==> src/rtl/tcc_pkg.sv <==
// shared types and constants of the text console cursor engine
// no dependencies

package tcc_pkg;

  localparam int SCREEN_ROWS_DEF      = 25;
  localparam int SCREEN_COLS_DEF      = 80;
  localparam int STATUS_START_ROW_DEF = 23;

  localparam logic [7:0] CH_SPACE   = 8'h20;
  localparam logic [7:0] CH_NEWLINE = 8'h0A;
  localparam logic [7:0] CH_RETURN  = 8'h0D;
  localparam logic [7:0] CH_TAB     = 8'h09;

  localparam logic [7:0]  RESET_BLANK_ATTR = 8'h07;
  localparam logic [15:0] RESET_BLANK_CELL = {RESET_BLANK_ATTR, CH_SPACE};

  typedef enum logic [1:0] {
    OP_PUT   = 2'd0,
    OP_READ  = 2'd1,
    OP_CLEAR = 2'd2,
    OP_SET   = 2'd3
  } opcode_t;

  typedef struct packed {
    opcode_t     opcode;
    logic [7:0]  char_code;
    logic [7:0]  attribute;
    logic [4:0]  row;
    logic [6:0]  col;
  } in_req_t;

  typedef struct packed {
    logic [15:0] cell_value;
    logic [4:0]  row_pos;
    logic [6:0]  col_pos;
    logic [10:0] cursor_position;
  } out_res_t;

  typedef enum logic [2:0] {
    DP_HOLD,
    DP_LOAD,
    DP_EXEC,
    DP_COPY,
    DP_BLANK
  } dp_op_t;

  typedef struct packed {
    dp_op_t op;
    logic   init_fill;
  } tcc_cmd_t;

  typedef struct packed {
    opcode_t opcode;
    logic    scroll;
    logic    copy_last;
    logic    blank_last;
    logic    fill_last;
  } tcc_stat_t;

endpackage

==> src/rtl/tcc_ctrl.sv <==
// control state machine of the text console cursor engine
// depends on tcc_pkg

module tcc_ctrl
  import tcc_pkg::*;
(
  input  logic      clk,
  input  logic      rst_n,
  input  logic      start,
  input  tcc_stat_t stat,
  output tcc_cmd_t  cmd,
  output logic      busy,
  output logic      out_valid
);

  typedef enum logic [2:0] {
    ST_INIT,
    ST_IDLE,
    ST_EXEC,
    ST_COPY,
    ST_DRAIN,
    ST_BLANK,
    ST_CLEAR
  } state_t;

  state_t state_r, state_nxt;
  logic   busy_r, out_valid_r;
  logic   emit;

  always_comb begin
    state_nxt     = state_r;
    cmd.op        = DP_HOLD;
    cmd.init_fill = 1'b0;
    emit          = 1'b0;
    case (state_r)
      ST_INIT: begin
        cmd.op        = DP_BLANK;
        cmd.init_fill = 1'b1;
        if (stat.fill_last) begin
          state_nxt = ST_IDLE;
        end
      end
      ST_IDLE: begin
        if (start) begin
          cmd.op    = DP_LOAD;
          state_nxt = ST_EXEC;
        end
      end
      ST_EXEC: begin
        cmd.op = DP_EXEC;
        if (stat.opcode == OP_CLEAR) begin
          state_nxt = ST_CLEAR;
        end else if (stat.opcode == OP_PUT && stat.scroll) begin
          state_nxt = ST_COPY;
        end else begin
          state_nxt = ST_IDLE;
          emit      = 1'b1;
        end
      end
      ST_COPY: begin
        cmd.op = DP_COPY;
        if (stat.copy_last) begin
          state_nxt = ST_DRAIN;
        end
      end
      ST_DRAIN: begin
        state_nxt = ST_BLANK;
      end
      ST_BLANK: begin
        cmd.op = DP_BLANK;
        if (stat.blank_last) begin
          state_nxt = ST_IDLE;
          emit      = 1'b1;
        end
      end
      ST_CLEAR: begin
        cmd.op = DP_BLANK;
        if (stat.fill_last) begin
          state_nxt = ST_IDLE;
          emit      = 1'b1;
        end
      end
      default: begin
        state_nxt = ST_IDLE;
      end
    endcase
  end

  always_ff @(posedge clk) begin
    if (!rst_n) begin
      state_r     <= ST_INIT;
      busy_r      <= 1'b1;
      out_valid_r <= 1'b0;
    end else begin
      state_r     <= state_nxt;
      busy_r      <= (state_nxt != ST_IDLE);
      out_valid_r <= emit;
    end
  end

  assign busy      = busy_r;
  assign out_valid = out_valid_r;

endmodule

==> config.mk <==
export PLATFORM = sky130hd
export DESIGN_NAME = tcc_ctrl
export DESIGN_NICKNAME = d
export VERILOG_FILES = /design/src/rtl/tcc_pkg.sv /design/src/rtl/tcc_ctrl.sv
export SDC_FILE = /design/constraint.sdc
export NUM_CORES = 1
export LEC_CHECK = 0
export BUFFER_PORTS_ARGS = -buffer_cell sky130_fd_sc_hd__buf_2
export CORE_AREA = 2 2 39 41
export DETAILED_ROUTE_END_ITERATION = 8
export DIE_AREA = 0 0 41 43
export SLEW_MARGIN = 20
export SYNTH_ARGS = -nofsm -noshare
export SYNTH_HDL_FRONTEND = slang
export SYNTH_SLANG_ARGS = --single-unit
==> constraint.sdc <==
create_clock -name clk -period 1.9 [get_ports clk]
set_clock_uncertainty 0.2 [all_clocks]
set_input_delay 0.285 -clock clk [delete_from_list [all_inputs] [get_ports clk]]
set_output_delay 0.285 -clock clk [all_outputs]
set_load 0.05 [all_outputs]
Yosys cells after proc, flatten, opt, wreduce, memory -nomap -nowiden
Index checks and enable logic that the tools add are counted.
Widths: inputs -> output; s select.
Word-level totals
  word-level logic and storage cells: 31
  bits of input ports: 9
  flip-flop bits (word level): 5
  output and inout port bits: 6
Operators by class
  reductions and logical operators: 5
  muxes and demuxes: 15
  equality and inequality tests: 8
Operators with widths (count)
  $pmux 3 s6: 1
  $mux 3: 5
  $pmux 3 s4: 1
  $eq 3x3->1 const B: 3
  $eq 3x2->1 const B: 2
  $mux 1: 6
  $eq 3x1->1 const B: 1
  $logic_not 3->1: 1
  $ne 3x1->1 const B: 1
  $pmux 1 s3: 1
  $reduce_or 3->1: 1
  $eq 2x2->1 const B: 1
  $logic_not 2->1: 1
  $mux 2: 1
  $reduce_or 2->1: 1
  $logic_and 1x1->1: 1

Longest topological paths before layout
Gate-level depths: netlist of run 1.
  depth in word-level cells: 6
  depth in mapped cells: 5
  depth with buffers taken out: 4

Least setup slack after synthesis of run 1
No wires, ideal clock.
  kind: flip-flop to output port
  from: register state_r[1]
  to: output cmd[3] (netlist name)
  buffers on the path: 1
  cell stages (with the launch flop): 4
  required time: 1.415 ns
  arrival time: 2.019 ns
  path slack: -0.604 ns
  path through: dfxtp_1 > buf_4 > nor3_1 > a21o_1
RTL lines
  from (decl): RTL line tcc_ctrl.sv:26  | state_t state_r, state_nxt;
  from (signal assigned): RTL line tcc_ctrl.sv:95  | state_r <= state_nxt;
  to (decl): RTL line tcc_ctrl.sv:11  | output tcc_cmd_t cmd,

==> results of run 1 <==
## power by group
part           switching [mW]  leakage, nW  total, mW  internal, mW
sequential             0.0112       0.0410      0.124         0.113
combinational          0.0868        0.153      0.135        0.0485
clock                  0.0404       0.0150      0.120        0.0792
## layout make-up
type	instances	area, um2	share of cell area (%)
multi-input cells	33	235.2	48.96
inverters	1	3.754	0.7812
repair buffers	17	95.09	19.79
clock buffers	4	26.28	5.469
flip-flops and latches	5	100.1	20.83
well taps	16	20.02	4.167
## per-layer routing
metal | share of wire, % | GRT usage, %
met5 | 0 | 0
met3 | 8.1 | 3.141
met4 | 1.0 | 10.00
met1 | 45 | 13.03
met2 | 46 | 15.00
## worst max-delay path: cells and delay by family (launching register included)
kind | cells | cell delay, ns
buf+inv | 2 | 0.30
flops | 1 | 0.46
simple gates | 1 | 0.32
## kinds of logic (layout without fill, tap and decap cells)
group                     count (synthesis)  count (layout)  share of synthesized area, %
and+or+nand+nor                          20              20                         36.49
AOI/OAI and AO/OA                        12              12                         26.28
DFF                                       5               5                         29.20
buffers and inverters                     3              22                         5.472
xor gates and xnor gates                  1               1                         2.555
## cell usage in the layout (no fill, tap or decap), drive strengths merged
| master | count |
|---|---|
| nor2b | 3 |
| nand3b | 2 |
| o31ai | 1 |
| nand3 | 1 |
| a221oi | 1 |
| o21ai | 3 |
| a22oi | 1 |
| nor2 | 4 |
| or2b | 1 |
| xor2 | 1 |
| nand2 | 3 |
| a21o | 1 |
| a211oi | 1 |
| o21bai | 1 |
| nand2b | 1 |
| dfxtp | 5 |
| buf | 16 |
| nor3 | 3 |
| a21oi | 2 |
| inv | 1 |
| clkbuf | 5 |
| o21a | 1 |
| nor3b | 2 |
## final timing paths
check | start | to | slack, ns | depth (start not counted)
setup / recovery | state_r[1]$_SDFF_PN0_ | cmd[2] | 0.10 | 3
hold / removal | rst_n | out_valid$_SDFF_PN0_ | 0.12 | 2
setup reg to reg | state_r[0]$_SDFF_PN0_ | busy$_SDFF_PN1_ | 0.39 | 5
hold reg to reg | state_r[2]$_SDFF_PN0_ | out_valid$_SDFF_PN0_ | 0.50 | 2
## state kept, by name, summed over array words and instances (netlist names)
signal and count:
state_r 3, out_valid 1, busy 1
## per-stage QoR
step                hold WS [ns]  cells  utilization (%)  instance area [um2]
finish                    0.1158     76            34.72                480.5
global route              0.1484     76            34.72                480.5
CTS                       0.1165     76            34.54                478.0
global placement          0.3567     72            32.64                451.7
floorplan                 0.2132     41                -                354.1
detailed placement        0.3546     72            32.64                451.7
==> impl_metrics.json, run 1 <==
{
  "ios": 15,
  "wirelength_um": 765,
  "nNetsFinal": 70,
  "p_leak_nw": 0.2093,
  "synth.most_common_cell": "dfxtp_1",
  "die_area_mm2": 0.001763,
  "synth.area.top_cells": "dfxtp_1 (29%), a221oi_2 (4.4%), buf_4 (4.4%)",
  "ys_types": 26,
  "synth_area_leader_cell": "dfxtp_1",
  "clk_latency_ns": 0.23,
  "finalHoldViolCount": 0,
  "syn_inst": 41,
  "netlist_area_um2": 342.8,
  "setup_slack_ns": 0.1016,
  "dr.pass1.iters": 2,
  "avgSynthCellArea_um2": 8.362,
  "path_clk_slew_ns": 0.04,
  "synth_seq_cells": 5,
  "drt_iter0_drc": 1,
  "dpl.hpwl_um": 616.5,
  "max-vdd-ir-drop_mv": 0.3460,
  "antenna_found_initial": 0,
  "fmax_mhz": 556.1,
  "setup_viol": 0,
  "detail_route.wl_per_cell_um": 10.07,
  "hp-class": "in2reg",
  "routabilityCongestion": 0.7507,
  "drv_slew": 0,
  "htree_levels": 1,
  "gr-usage-all-layers_pct": 10.99,
  "power.density_mw_per_mm2": 789.4,
  "preCtsSetupSlack_ns": 0.3413,
  "worst-setup-path-type": "reg2out",
  "critical_path_required_ns": 1.41,
  "yosys_warnings": 0,
  "drive_above_1_share_pct": 45.00,
  "clk_path_buf_depth": 2,
  "cp_data_arrival_time_ns": 1.31,
  "rows": 14,
  "clockRootBuffer": "clkbuf_4",
  "first_global_vias": 310,
  "cts_tree": "yes",
  "core_area_mm2": 0.001384,
  "clkSinkCount": 5,
  "path_cells": "or2b_4, inv_1, buf_2",
  "num_vias": 351,
  "cts_resized": 0,
  "timing.slew.headroom_pct": 77.91,
  "max_cap_viol_count": 0,
  "grt.overflow.total": 0,
  "startpoint_type": "flop",
  "n_fill_cell": 152,
  "post-route-min-period_ns": 1.798,
  "cpMaxStageDelayCell": "dfxtp_1",
  "finalSetupTns_ns": 0,
  "slowest_delay_ns": 0.46,
  "ys.flop_type": "dfxtp_1",
  "syn_nets": 50,
  "synth_top_area_share_pct": 29.20,
  "worstMarginPinSlew_ns": 0.3309,
  "endpoint_kind": "primary output",
  "numCtsBuffers": 3,
  "status": "finished, final reports clean",
  "fin_crit_sh_pct": 94.65,
  "post_cts_buffers": 0,
  "fp.dieH_um": 43,
  "grt_pass1_wl_um": 1242,
  "fp.dieW_um": 41,
  "antenna_left": 0,
  "antenna_cells": 0,
  "grt_max_degree": 9,
  "syn_to_final_growth_pct": 40.15,
  "holdBufCountCts": 0,
  "synth_edf_count": 0,
  "viasPerCell": 4.618,
  "io_buffers": 14,
  "drc": 0,
  "ys_seq_area_share_pct": 29.20,
  "rsz0062_at_grt": "false",
  "total_power_mw": 0.3793,
  "floorplan.initialDensity_pct": 24.77,
  "synthTopCellsByCount": "dfxtp_1 (5), nor2_1 (4), nand2_1 (3)",
  "cp_max_fo": 6,
  "async_reset_ff_share_pct": 0
}
No activity file was read; power rests on OpenSTA's default activity.
==> run 2, diff against run 1 <==
Settings changed: ABC_CLOCK_PERIOD_IN_PS set to 1900, CORE_AREA 2 2 39 41 to 5 5 42 44, DIE_AREA 0 0 41 43 to 0 0 47 49.
==> run 2 against run 1 <==
Against the previous run: via count grew 3.7%; wire length increased by 0.92%; critical endpoint is now cmd[1]; fmax is 0.19% lower; count of clock-buffer cells in the layout unchanged; die area is 31% higher; sequential power hardly changed; worst hold slack got worse by 0.025 ns; sequential cell count unchanged; core utilization decreased by 0.97 points; register-to-register slack improved by 0.06 ns.
==> impl_metrics.json, run 2 (synthesized netlist as in run 1, its figures left out) <==
{
  "path_clk_slew_ns": 0.04,
  "cp_data_arrival_time_ns": 1.32,
  "grt.overflow.total": 0,
  "worstMarginPinSlew_ns": 0.3322,
  "finalSetupTns_ns": 0,
  "fmax_mhz": 555.0,
  "routabilityCongestion": 0.7577,
  "final_common_cell": "buf_2",
  "status": "finished, final reports clean",
  "floorplan.initialDensity_pct": 24.46,
  "io_buffers": 14,
  "first_global_vias": 336,
  "fp.dieH_um": 49,
  "hold_slack_ns": 0.09092,
  "p_leak_nw": 0.2045,
  "startpoint_type": "flop",
  "post-route-min-period_ns": 1.802,
  "rsz0062_at_grt": "false",
  "max_cap_viol_count": 0,
  "drt-met1-wl_um": 324,
  "drv_slew": 0,
  "power.density_mw_per_mm2": 801.5,
  "drc": 0,
  "rows": 14,
  "nNetsFinal": 69,
  "ios": 15,
  "dpl.hpwl_um": 646.7,
  "layout_common_cells": "buf_2 (13), dfxtp_1 (5), nor2_1 (4)",
  "hp-class": "in2reg",
  "fin_crit_sh_pct": 94.83,
  "syn_to_final_growth_pct": 37.96,
  "dr.pass1.iters": 4,
  "grt_pass1_wl_um": 1345,
  "met2RoutedLength_um": 369,
  "grt_max_degree": 12,
  "numCtsBuffers": 3,
  "antenna_left": 0,
  "viasPerCell": 4.853,
  "clk_latency_ns": 0.24,
  "critical_path_required_ns": 1.41,
  "antenna_cells": 0,
  "clockRootBuffer": "clkbuf_4",
  "largest-register": "state_r",
  "cts_tree": "yes",
  "cp_max_fo": 5,
  "wirelength_um": 772,
  "die_area_mm2": 0.002303,
  "hold_depth": 2,
  "clkSinkCount": 5,
  "fp.dieW_um": 47,
  "clk_path_buf_depth": 2,
  "max-vdd-ir-drop_mv": 0.3823,
  "worst-setup-path-type": "reg2out",
  "finalHoldViolCount": 0,
  "drive_above_1_share_pct": 44.07,
  "largest_reg_flops": 3,
  "setup_viol": 0,
  "htree_levels": 1,
  "drt_iter0_drc": 7,
  "dr_wl_met3_um": 48,
  "timing.slew.headroom_pct": 77.82,
  "core_area_mm2": 0.001401,
  "highest_layer": "met4",
  "endpoint_kind": "primary output",
  "detail_route.wl_per_cell_um": 10.29,
  "holdBufCountCts": 0,
  "antenna_found_initial": 0,
  "reg2reg_depth": 4,
  "gr-usage-all-layers_pct": 8.451,
  "num_vias": 364
}
[run 2: cell types whose count changed in the layout (fill, tap and decap cells not counted), sizes merged]
cell / before / now
clkbuf: 5 / 4
[run 2: metrics by stage]
stage          power [mW]  cells  area [um2]  setup WS [ns]  util, %
2_1_floorplan      0.2264     41       354.1        0.06709        -
3_5_place_dp       0.2587     71       444.2         0.2841    31.70
4_1_cts            0.3841     75       470.5        0.01914    33.57
6_report           0.3791     75       473.0        0.09829    33.75
3_3_place_gp       0.2588     71       444.2         0.3269    31.70
5_1_grt            0.4041     75       473.0       0.007776    33.75
[run 2: worst paths after layout]
kind,from,endpoint,slack (ns)
worst max-delay path,state_r[1]$_SDFF_PN0_,cmd[1],0.1
worst min-delay path,rst_n,state_r[2]$_SDFF_PN0_,0.09
worst max register to register,state_r[2]$_SDFF_PN0_,busy$_SDFF_PN1_,0.45
worst min register to register,state_r[2]$_SDFF_PN0_,state_r[0]$_SDFF_PN0_,0.49
[run 2: area by class of cell]
cell class,instances,area [um2]
well taps,16,20.02
fillers,155,928.4
multi-input cells,33,235.2
clock buffers,4,26.28
flip-flops and latches,5,100.1
repair buffers,16,87.58
inverters,1,3.754
[run 2: critical path: stages (launching register included)]
cell and delay, ns:
dfxtp_1 0.44, nor2_1 0.09, nor3b_2 0.28, buf_4 0.26
[run 2: layer usage]
metal	global-route usage, %	vias up
met5	0	-
met2	12.90	18
met4	8.295	0
met1	9.011	161
li1	-	182
met3	1.476	3
[run 2: power breakdown]
part,internal (mW),switching [mW]
registers,0.113,0.00864
clock network,0.0793,0.0422
logic,0.0467,0.0889
total,0.239,0.140
[run 2: what timing repair did]
action / 4_1_cts / 5_1_grt
gates resized for setup: 0 / 2
buffers inserted: 0 / 0
endpoints found under the setup margin: 0 / 1
==> run 3, diff against run 2 <==
Settings changed: SETUP_SLACK_MARGIN set to 0.15.
==> run 3 against run 2 <==
Against the previous run: setup slack better by 0.083 ns; sequential cell count stayed put; die area stayed put; worst hold slack better by 0.019 ns; wire length is 8.4% higher; first-iteration DRC count stayed put; sequential share of layout area is 0.45 points lower; count of clock-buffer cells in the layout stayed put; largest power group unchanged; global-route usage is 0.69 points lower; final cell count is 1.3% higher; largest cell class unchanged; design area is 3.4% higher.
==> impl_metrics.json, run 3 (synthesized netlist as in run 1, its figures left out) <==
{
  "status": "finished, final reports clean",
  "fp.dieW_um": 47,
  "max_cap_viol_count": 0,
  "rsz0062_at_grt": "false",
  "finalHoldViolCount": 0,
  "cp_data_arrival_time_ns": 1.23,
  "grt_max_degree": 12,
  "routabilityCongestion": 0.8083,
  "wirelength_um": 837,
  "p_leak_nw": 0.2103,
  "drv_slew": 0,
  "htree_levels": 1,
  "n_fill_cell": 167,
  "timing.slew.headroom_pct": 76.31,
  "worst-setup-path-type": "reg2out",
  "rows": 14,
  "grt.overflow.total": 0,
  "cp_max_fo": 5,
  "critical_path_required_ns": 1.41,
  "io_buffers": 14,
  "final_common_cell": "buf_2",
  "ios": 15,
  "cp_top_family": "simple AND/OR/NAND/NOR gates",
  "seq_area_um2": 101.3,
  "viasPerCell": 4.592,
  "setup_viol": 0,
  "path_clk_slew_ns": 0.04,
  "core_area_mm2": 0.001401,
  "antenna_found_initial": 0,
  "cpMaxStageDelayCell": "dfxtp_2",
  "path_buf_inv": 1,
  "preCtsSetupSlack_ns": 0.3082,
  "dpl.hpwl_um": 618.6,
  "setup_slack_ns": 0.1812,
  "drive_above_1_share_pct": 48.33,
  "startpoint_type": "flop",
  "power.density_mw_per_mm2": 788.5,
  "clkSinkCount": 5,
  "largest_reg_flops": 3,
  "path_cells": "nor2_1, nor3b_2, buf_6",
  "clk_path_buf_depth": 2,
  "holdBufCountCts": 0,
  "slowest_delay_ns": 0.38,
  "fin_crit_sh_pct": 90.46,
  "hp-class": "in2reg",
  "post-route-min-period_ns": 1.719,
  "layout_common_cells": "buf_2 (12), nor2_1 (4), dfxtp_1 (4), buf_4 (4)",
  "dr.pass1.iters": 4,
  "finalSetupTns_ns": 0,
  "floorplan.initialDensity_pct": 24.46,
  "detail_route.wl_per_cell_um": 11.01,
  "clk_latency_ns": 0.24,
  "antenna_left": 0,
  "numCtsBuffers": 3,
  "fp.dieH_um": 49,
  "nNetsFinal": 70,
  "gr-usage-all-layers_pct": 7.757,
  "fmax_mhz": 581.8,
  "cts_tree": "yes",
  "syn_to_final_growth_pct": 42.70,
  "multi_input_area_um2": 236.5,
  "antenna_cells": 0,
  "drt_iter0_drc": 7,
  "worstMarginPinSlew_ns": 0.3548,
  "drc": 0,
  "largest-register": "state_r",
  "endpoint_kind": "primary output",
  "max-vdd-ir-drop_mv": 0.3853,
  "clockRootBuffer": "clkbuf_4",
  "num_vias": 349,
  "first_global_vias": 337,
  "die_area_mm2": 0.002303,
  "grt_pass1_wl_um": 1262
}
run 3: cell count changes in the layout (fill, tap and decap cells not counted):
cell,change
buf_6,+1
a21o_1,-1
buf_2,-1
buf_4,+1
dfxtp_2,+1
dfxtp_1,-1
a21o_2,+1
run 3: final cells by class:
class | instances | share of cell area (%)
inverter | 1 | 0.7673
sequential | 5 | 20.72
multi-input combinational | 33 | 48.34
tap | 16 | 4.092
timing repair buffer | 17 | 20.72
clock buffer | 4 | 5.371
run 3: what timing repair did:
item | CTS | global route
pin swaps | 0 | 1
resized for setup | 3 | 1
endpoints found under the setup margin | 2 | 3
setup buffers | 0 | 1
run 3: power by group:
group	leakage, nW	internal [mW]	switching (mW)	total, mW
clock	0.0150	0.0793	0.0422	0.121
combinational	0.154	0.0515	0.0901	0.142
sequential	0.0415	0.114	0.00910	0.123
run 3: layer usage:
metal	track usage (%)	share of wire, %
met1	8.168	40
met4	6.912	1.7
met2	12.22	54
met5	0	0
met3	1.476	4.9
run 3: path summary, 6_finish.rpt:
kind / start / to / slack (ns) / cells past startpoint
worst min-delay path: rst_n / state_r[1]$_SDFF_PN0_ / 0.11 / 2
worst max-delay path: state_r[1]$_SDFF_PN0_ / cmd[1] / 0.18 / 3
worst max register to register: state_r[2]$_SDFF_PN0_ / busy$_SDFF_PN1_ / 0.40 / 4
worst min register to register: state_r[2]$_SDFF_PN0_ / state_r[0]$_SDFF_PN0_ / 0.50 / 2
run 3: per-stage QoR:
step | instances | cell area, um2 | utilization (%) | hold slack, ns | total power, mW
5_1_grt | 76 | 489.2 | 34.91 | 0.1197 | 0.4066
4_1_cts | 75 | 480.5 | 34.29 | 0.09325 | 0.3885
2_1_floorplan | 41 | 355.3 | - | 0.2132 | 0.2272
3_5_place_dp | 71 | 445.4 | 31.79 | 0.3421 | 0.2589
3_3_place_gp | 71 | 445.4 | 31.79 | 0.3530 | 0.2591
6_report | 76 | 489.2 | 34.91 | 0.1102 | 0.3857
